--- config.mk ---
export PLATFORM = sky130hd
export DESIGN_NAME = sorted_key_set
export DESIGN_NICKNAME = d
export VERILOG_FILES = /design/src/rtl/skset_pkg.sv /design/src/rtl/sorted_key_set.sv /design/src/rtl/skset_ram.sv /design/src/rtl/skset_obuf.sv
export SDC_FILE = /design/constraint.sdc
export NUM_CORES = 2
export LEC_CHECK = 0
export BUFFER_PORTS_ARGS = -buffer_cell sky130_fd_sc_hd__buf_2
export CAP_MARGIN = 5
export CELL_PAD_IN_SITES_DETAIL_PLACEMENT = 0
export CELL_PAD_IN_SITES_GLOBAL_PLACEMENT = 2
export CORE_MARGIN = 2
export CORE_UTILIZATION = 52
export CTS_BUF_LIST = sky130_fd_sc_hd__clkbuf_8
export CTS_CLUSTER_SIZE = 40
export DETAILED_ROUTE_END_ITERATION = 6
export GPL_TIMING_DRIVEN = 0
export PLACE_DENSITY = 0.95
export SYNTH_ARGS = -nofsm -noshare
export SYNTH_HDL_FRONTEND = slang
export SYNTH_SLANG_ARGS = --single-unit
--- constraint.sdc ---
create_clock -name clk -period 14.6 [get_ports clk]
set_input_delay 1.46 -clock clk [delete_from_list [all_inputs] [get_ports clk]]
set_output_delay 1.46 -clock clk [all_outputs]
set_load 0.05 [all_outputs]
--- src/rtl/skset_pkg.sv ---
// Shared constants, types and result word layout for the sorted key set.
package skset_pkg;

    // Number of keys the set can hold.
    localparam int CAPACITY = 32;
    localparam int KEY_W    = 32;
    localparam int AW       = $clog2(CAPACITY);
    localparam int CW       = $clog2(CAPACITY + 1);

    typedef logic [AW-1:0]           addr_t;
    typedef logic [CW-1:0]           count_t;
    typedef logic signed [KEY_W-1:0] key_t;

    typedef enum logic [1:0] {
        MODE_INSERT = 2'd0,
        MODE_REMOVE = 2'd1,
        MODE_SEARCH = 2'd2,
        MODE_LIST   = 2'd3
    } mode_e;

    typedef enum logic [1:0] {
        ST_DONE = 2'd0,
        ST_MISS = 2'd1,
        ST_FULL = 2'd2,
        ST_LIST = 2'd3
    } status_e;

    // One result word as it travels from the sequencer to the output stage.
    typedef struct packed {
        status_e status;
        logic    found;
        key_t    key_out;
        logic    set_empty;
        logic    last;
    } res_t;

endpackage

--- src/rtl/sorted_key_set.sv ---
// Sorted key set: holds up to CAPACITY distinct signed keys in ascending order in a
// memory with one write port and one read port with registered read data. Every operation
// walks that memory one entry per cycle, a list only while the output register is free.
// Search walks up to the first held key not below the searched one. Insert walks up to
// the key, shifts the entries above it up by one, top first, then writes the new key.
// Remove walks up to the key, then shifts the entries above it down by one. List emits
// one word per cycle while the output register is free.
// The memory needs no clearing after reset; the entry count alone says which entries
// hold keys. A finished word waits in an output register, so a new input word is taken
// as soon as the sequencer is back in idle, even while the last result is not yet taken.
module sorted_key_set
    import skset_pkg::*;
(
    input  logic              clk,
    input  logic              rst_n,
    input  logic              in_valid,
    output logic              in_ready,
    input  logic [1:0]        mode,
    input  logic signed [31:0] key,
    output logic              out_valid,
    input  logic              out_ready,
    output logic [1:0]        status,
    output logic              found,
    output logic signed [31:0] key_out,
    output logic              set_empty,
    output logic              last
);

    typedef enum logic [2:0] {
        S_IDLE,
        S_SCAN,
        S_SHIFT_UP,
        S_PLACE,
        S_SHIFT_DOWN,
        S_LIST
    } state_t;

    state_t state_reg, state_next;
    addr_t  ptr_reg, ptr_next;
    addr_t  pos_reg, pos_next;
    count_t count_reg, count_next;
    mode_e  mode_reg, mode_next;
    key_t   key_reg, key_next;

    logic   ram_we;
    addr_t  ram_waddr;
    key_t   ram_wdata;
    addr_t  ram_raddr;
    key_t   rdata;

    logic   push;
    res_t   push_res;
    logic   ob_free;
    res_t   res;

    addr_t  ptr_inc, ptr_dec, cnt_m1_addr;
    count_t idx_inc, cnt_m1, cnt_p1;
    logic   hit, held, tail, scan_end, is_full;

    function automatic res_t make_res(status_e st, logic fnd, key_t k, logic emp, logic lst);
        res_t r;
        r.status    = st;
        r.found     = fnd;
        r.key_out   = k;
        r.set_empty = emp;
        r.last      = lst;
        return r;
    endfunction

    skset_ram #(
        .DW (KEY_W),
        .AW (AW)
    ) u_ram (
        .clk   (clk),
        .we    (ram_we),
        .waddr (ram_waddr),
        .wdata (ram_wdata),
        .raddr (ram_raddr),
        .rdata (rdata)
    );

    skset_obuf u_obuf (
        .clk       (clk),
        .rst_n     (rst_n),
        .push      (push),
        .push_res  (push_res),
        .free      (ob_free),
        .out_valid (out_valid),
        .out_ready (out_ready),
        .res       (res)
    );

    // Pointer arithmetic and the compare on the entry currently read.
    assign ptr_inc     = ptr_reg + addr_t'(1);
    assign ptr_dec     = ptr_reg - addr_t'(1);
    assign idx_inc     = count_t'(ptr_reg) + count_t'(1);
    assign cnt_m1      = count_reg - count_t'(1);
    assign cnt_p1      = count_reg + count_t'(1);
    assign cnt_m1_addr = cnt_m1[AW-1:0];
    assign tail        = (idx_inc == count_reg);
    assign hit         = (count_reg != '0) && !(rdata < key_reg);
    assign held        = hit && (rdata == key_reg);
    assign scan_end    = (count_reg == '0) || hit || tail;
    assign is_full     = (count_reg >= count_t'(CAPACITY));

    assign in_ready = (state_reg == S_IDLE);

    // Sequencer: walks the memory and decides each step.
    always_comb
    begin
        state_next = state_reg;
        ptr_next   = ptr_reg;
        pos_next   = pos_reg;
        count_next = count_reg;
        mode_next  = mode_reg;
        key_next   = key_reg;
        ram_we     = 1'b0;
        ram_waddr  = ptr_reg;
        ram_wdata  = rdata;
        ram_raddr  = ptr_reg;
        push       = 1'b0;
        push_res   = '0;

        unique case (state_reg)
            S_IDLE:
            begin
                ram_raddr = '0;
                if (in_valid)
                begin
                    mode_next = mode_e'(mode);
                    key_next  = key;
                    ptr_next  = '0;
                    if (mode_e'(mode) == MODE_LIST)
                    begin
                        state_next = S_LIST;
                    end
                    else
                    begin
                        state_next = S_SCAN;
                    end
                end
            end

            S_SCAN:
            begin
                if (!scan_end)
                begin
                    ptr_next  = ptr_inc;
                    ram_raddr = ptr_inc;
                end
                else
                begin
                    unique case (mode_reg)
                        MODE_SEARCH:
                        begin
                            if (ob_free)
                            begin
                                push       = 1'b1;
                                push_res   = make_res(held ? ST_DONE : ST_MISS, held,
                                                      '0, 1'b0, 1'b1);
                                state_next = S_IDLE;
                            end
                        end
                        MODE_INSERT:
                        begin
                            if (held || is_full)
                            begin
                                if (ob_free)
                                begin
                                    push       = 1'b1;
                                    push_res   = make_res(held ? ST_MISS : ST_FULL, 1'b0,
                                                          '0, 1'b0, 1'b1);
                                    state_next = S_IDLE;
                                end
                            end
                            else if (hit)
                            begin
                                // Larger keys move up one place, top first.
                                pos_next   = ptr_reg;
                                ptr_next   = cnt_m1_addr;
                                ram_raddr  = cnt_m1_addr;
                                state_next = S_SHIFT_UP;
                            end
                            else
                            begin
                                pos_next   = count_reg[AW-1:0];
                                state_next = S_PLACE;
                            end
                        end
                        MODE_REMOVE:
                        begin
                            if (!held)
                            begin
                                if (ob_free)
                                begin
                                    push       = 1'b1;
                                    push_res   = make_res(ST_MISS, 1'b0, '0, 1'b0, 1'b1);
                                    state_next = S_IDLE;
                                end
                            end
                            else if (tail)
                            begin
                                // The top entry goes: only the count drops.
                                if (ob_free)
                                begin
                                    count_next = cnt_m1;
                                    push       = 1'b1;
                                    push_res   = make_res(ST_DONE, 1'b0, '0, 1'b0, 1'b1);
                                    state_next = S_IDLE;
                                end
                            end
                            else
                            begin
                                pos_next   = ptr_reg;
                                ptr_next   = ptr_inc;
                                ram_raddr  = ptr_inc;
                                state_next = S_SHIFT_DOWN;
                            end
                        end
                        MODE_LIST:
                        begin
                            state_next = S_IDLE;
                        end
                    endcase
                end
            end

            S_SHIFT_UP:
            begin
                // Entry at ptr moves to ptr + 1 while the one below is read.
                ram_we    = 1'b1;
                ram_waddr = ptr_inc;
                ram_wdata = rdata;
                if (ptr_reg == pos_reg)
                begin
                    state_next = S_PLACE;
                end
                else
                begin
                    ptr_next  = ptr_dec;
                    ram_raddr = ptr_dec;
                end
            end

            S_PLACE:
            begin
                if (ob_free)
                begin
                    ram_we     = 1'b1;
                    ram_waddr  = pos_reg;
                    ram_wdata  = key_reg;
                    count_next = cnt_p1;
                    push       = 1'b1;
                    push_res   = make_res(ST_DONE, 1'b0, '0, 1'b0, 1'b1);
                    state_next = S_IDLE;
                end
            end

            S_SHIFT_DOWN:
            begin
                // Entry at ptr moves to ptr - 1 while the one above is read.
                if (tail)
                begin
                    if (ob_free)
                    begin
                        ram_we     = 1'b1;
                        ram_waddr  = ptr_dec;
                        ram_wdata  = rdata;
                        count_next = cnt_m1;
                        push       = 1'b1;
                        push_res   = make_res(ST_DONE, 1'b0, '0, 1'b0, 1'b1);
                        state_next = S_IDLE;
                    end
                end
                else
                begin
                    ram_we    = 1'b1;
                    ram_waddr = ptr_dec;
                    ram_wdata = rdata;
                    ptr_next  = ptr_inc;
                    ram_raddr = ptr_inc;
                end
            end

            S_LIST:
            begin
                if (count_reg == '0)
                begin
                    if (ob_free)
                    begin
                        push       = 1'b1;
                        push_res   = make_res(ST_DONE, 1'b0, '0, 1'b1, 1'b1);
                        state_next = S_IDLE;
                    end
                end
                else if (ob_free)
                begin
                    push     = 1'b1;
                    push_res = make_res(ST_LIST, 1'b0, rdata, 1'b0, tail);
                    if (tail)
                    begin
                        state_next = S_IDLE;
                    end
                    else
                    begin
                        ptr_next  = ptr_inc;
                        ram_raddr = ptr_inc;
                    end
                end
            end

            default:
            begin
                state_next = S_IDLE;
            end
        endcase
    end

    // State and working registers.
    always_ff @(posedge clk or negedge rst_n)
    begin
        if (!rst_n)
        begin
            state_reg <= S_IDLE;
            ptr_reg   <= '0;
            pos_reg   <= '0;
            count_reg <= '0;
            mode_reg  <= MODE_INSERT;
            key_reg   <= '0;
        end
        else
        begin
            state_reg <= state_next;
            ptr_reg   <= ptr_next;
            pos_reg   <= pos_next;
            count_reg <= count_next;
            mode_reg  <= mode_next;
            key_reg   <= key_next;
        end
    end

    // Result word fields.
    assign status    = res.status;
    assign found     = res.found;
    assign key_out   = res.key_out;
    assign set_empty = res.set_empty;
    assign last      = res.last;

endmodule

--- src/rtl/skset_ram.sv ---
// Simple dual-port key store: one write port, one read port with registered data.
module skset_ram #(
    parameter int DW = 32,
    parameter int AW = 5
) (
    input  logic          clk,
    input  logic          we,
    input  logic [AW-1:0] waddr,
    input  logic [DW-1:0] wdata,
    input  logic [AW-1:0] raddr,
    output logic [DW-1:0] rdata
);

    logic [DW-1:0] mem [2**AW];
    logic [DW-1:0] rdata_reg;

    // Write port.
    always_ff @(posedge clk)
    begin
        if (we)
        begin
            mem[waddr] <= wdata;
        end
    end

    // Read port with registered data.
    always_ff @(posedge clk)
    begin
        rdata_reg <= mem[raddr];
    end

    assign rdata = rdata_reg;

endmodule

--- src/rtl/skset_obuf.sv ---
// Output register that holds one result word until the consumer takes it.
module skset_obuf
    import skset_pkg::*;
(
    input  logic        clk,
    input  logic        rst_n,
    input  logic        push,
    input  res_t        push_res,
    output logic        free,
    output logic        out_valid,
    input  logic        out_ready,
    output res_t        res
);

    logic valid_reg;
    res_t res_reg;

    // A new word may enter when the register is empty or is being drained.
    assign free = !valid_reg || out_ready;

    always_ff @(posedge clk or negedge rst_n)
    begin
        if (!rst_n)
        begin
            valid_reg <= 1'b0;
        end
        else if (push)
        begin
            valid_reg <= 1'b1;
        end
        else if (out_ready)
        begin
            valid_reg <= 1'b0;
        end
    end

    // Payload needs no reset.
    always_ff @(posedge clk)
    begin
        if (push)
        begin
            res_reg <= push_res;
        end
    end

    assign out_valid = valid_reg;
    assign res       = res_reg;

endmodule

==> run metrics <==
Ys Warns 0; Row Count approximately 110; clock buffer depth 3; initial core utilization 52.41%; Final Non-Filler Cells a little under 5000; worst-skew pair later-pin latency around 0.87 ns; NumNets Final 3657; initial antenna violation count 7; setup ws final 7.620 ns; total placed cells including tap cells between 4000 and 5000; fraction of registers with async set/reset between 4 and 5%; I/O pin cnt a little under 80; setup bufs post-CTS 0; Resized cells post-CTS 0; Final setup viols 0; DRT iter0 DRCs around 3700; Synth Instances between 3000 and 4000; Finished Core Util roughly three fifths; DRT Pass-1 Iters 7; pre-CTS setup slack 7.701 ns; Core ar. a little over 0.09 mm2; Die Span Y between 300 and 400 um; arrival time worst endpoint approximately 7.5 ns; Clock transition at path regs 0.06 ns; die area roughly 0.095 mm2; Worst Setup End Kind flip-flop; Tightest Pin Transition between 1 and 1.5 ns; Syn Nets 3365; final critical-path share of the clock period around 48%; pin count of the biggest net entering global routing 38; sequential element share of the synthesized area 70.57%; hpwl dp approximately 95000 um; fill cell count between 7000 and 8000; mapped cell area about 0.048 mm2; number of remaining DRC errors 1; Crit Path Class flip-flop to flip-flop; layout cells sized above 1 between 10% and 20%; TritonCTS clock tree built; Startpoint Class flip-flop; H-tree depth 4; TritonCTS Buffers 180; Synth-to-Final Area Change 12.89%; first-pass GRT wire length around 200000 um; Worst Path Max Fanout 10; IO Port Bufs 76; Worst EP required 15.15 ns; Max Clock Freq roughly 140 MHz; CTS Hold Buffers Added 0; crit path time final roughly 7.0 ns; grt ovf 0; remaining antenna violation count 0; clock sinks 1147; die width approximately 300 um; count of different cell masters after synthesis 78; RSZ-0062 raised after global routing false; max reg flops 1024; top_reg_cell synth edfxtp_1; number of global-route vias before repair roughly 30000; Root Buffer clkbuf_8; Max-Cap Viols 0; global placement routability congestion a little over 0.9; clock skew 0.04521 ns; final wirelength between 100000 and 150000 um; via count 30120; TNS Setup 0 ns; GRT Overall Usage 28.71%; Syn Area/Cell about 15 um2; run status finished, violations left; final slew viol count 0; Via-to-Cell Ratio approximately 6.1; failing checks design-rule violations; commonest non-fill, non-tap cell in the layout edfxtp_1; Worst Hold Class flip-flop to flip-flop; drt wl/cell approximately 28 um; Seq cells post-synth approximately 1100; Rel. slew slack between 10 and 15%; Final Hold Vio Count 0; number of flops mapped to enable cells by yosys 1061; commonest non-fill, non-tap cells in the layout 1061 x edfxtp_1, 406 x mux2i_1, 401 x nand2_1
-- cells by family after synthesis --
family	share of synthesized area [%]
and+or+nand+nor	6.867
AOI/OAI and AO/OA	8.810
xor gates and xnor gates	0.5581
DFF	70.57
muxes	9.269
adders and majority gates	0.9650
buffers and inverters	2.963
-- metrics by stage --
stage / hold slack [ns] / area [um2]
finish: 0.5706 / 54150
global route: 0.5987 / 54150
CTS: 0.5732 / 54150
detailed placement: 0.5569 / 50800
global placement: 0.5488 / 49840
floorplan: 0.5100 / 47970
-- per-layer routing --
layer	wire (um)	GRT usage, %
met5	13	0
met4	5585	11.97
met3	13090	7.026
met2	64500	46.46
met1	52840	37.19
-- final cells by class --
cell class	instances	area (um2)	share of cell area, %
clock inverters	129	675.6	1.248
flip-flops and latches	1147	33850	62.51
diodes	2	5.005	0.009242
multi-input cells	1814	12940	23.90
clock buffers	194	2670	4.930
repair buffers	110	1101	2.033
well taps	1186	1484	2.740
inverters	114	427.9	0.7902
plain buffers	215	993.5	1.834
-- critical path, stage by stage (launching register included) --
cell and delay, ns:
dfxtp_1 0.57, ha_1 0.31, buf_2 0.20, a21oi_1 0.16
o21ai_1 0.28, a2111o_1 0.40, a221oi_1 0.48, o21ai_1 0.27
a21o_1 0.31, and4b_1 0.27, a211oi_2 0.89, buf_2 0.58
clkbuf_1 0.44, a311oi_1 0.12, o21ai_0 0.76, nand4_1 0.56
-- cell usage after synthesis (32+ instances only) --
cell      instances  area share [%]
nor2_1           78            0.61
dfxtp_1          32             1.3
ha_1             37            0.97
a311oi_1         63             1.2
and2_1           38            0.50
clkbuf_1        102            0.80
mux2_2           34            0.80
o21ai_0          67            0.70
a211oi_1        144             2.3
mux2i_1         406             8.5
edfxtp_1       1061              66
inv_1           112            0.88
nand3_1          87            0.91
nand4_1          44            0.57
buf_2            74            0.77
a21oi_1          45            0.47
a32oi_1          61             1.1
dfrtp_1          54             2.8
o211ai_1         42            0.66
nand2_1         402             3.1
-- path summary, 6_finish.rpt --
check                           slack, ns  cells past startpoint                       to                    start
worst min-delay path                 0.57                      2   key_reg[8]$_DFFE_PN0P_   key_reg[8]$_DFFE_PN0P_
min in group asynchronous            0.64                      1   ptr_reg[1]$_DFFE_PN0P_                    rst_n
worst min register to register       0.57                      2   key_reg[8]$_DFFE_PN0P_   key_reg[8]$_DFFE_PN0P_
worst max register to register       7.62                     15  u_ram.rdata[16]$_DFF_P_  u_ram.rdata[31]$_DFF_P_
max in group asynchronous           13.33                      2   key_reg[8]$_DFFE_PN0P_                    rst_n
worst max-delay path                 7.62                     15  u_ram.rdata[16]$_DFF_P_  u_ram.rdata[31]$_DFF_P_
Power is not shown: default switching activity piles up to over one toggle a cycle in this logic, so the estimate is an artifact.
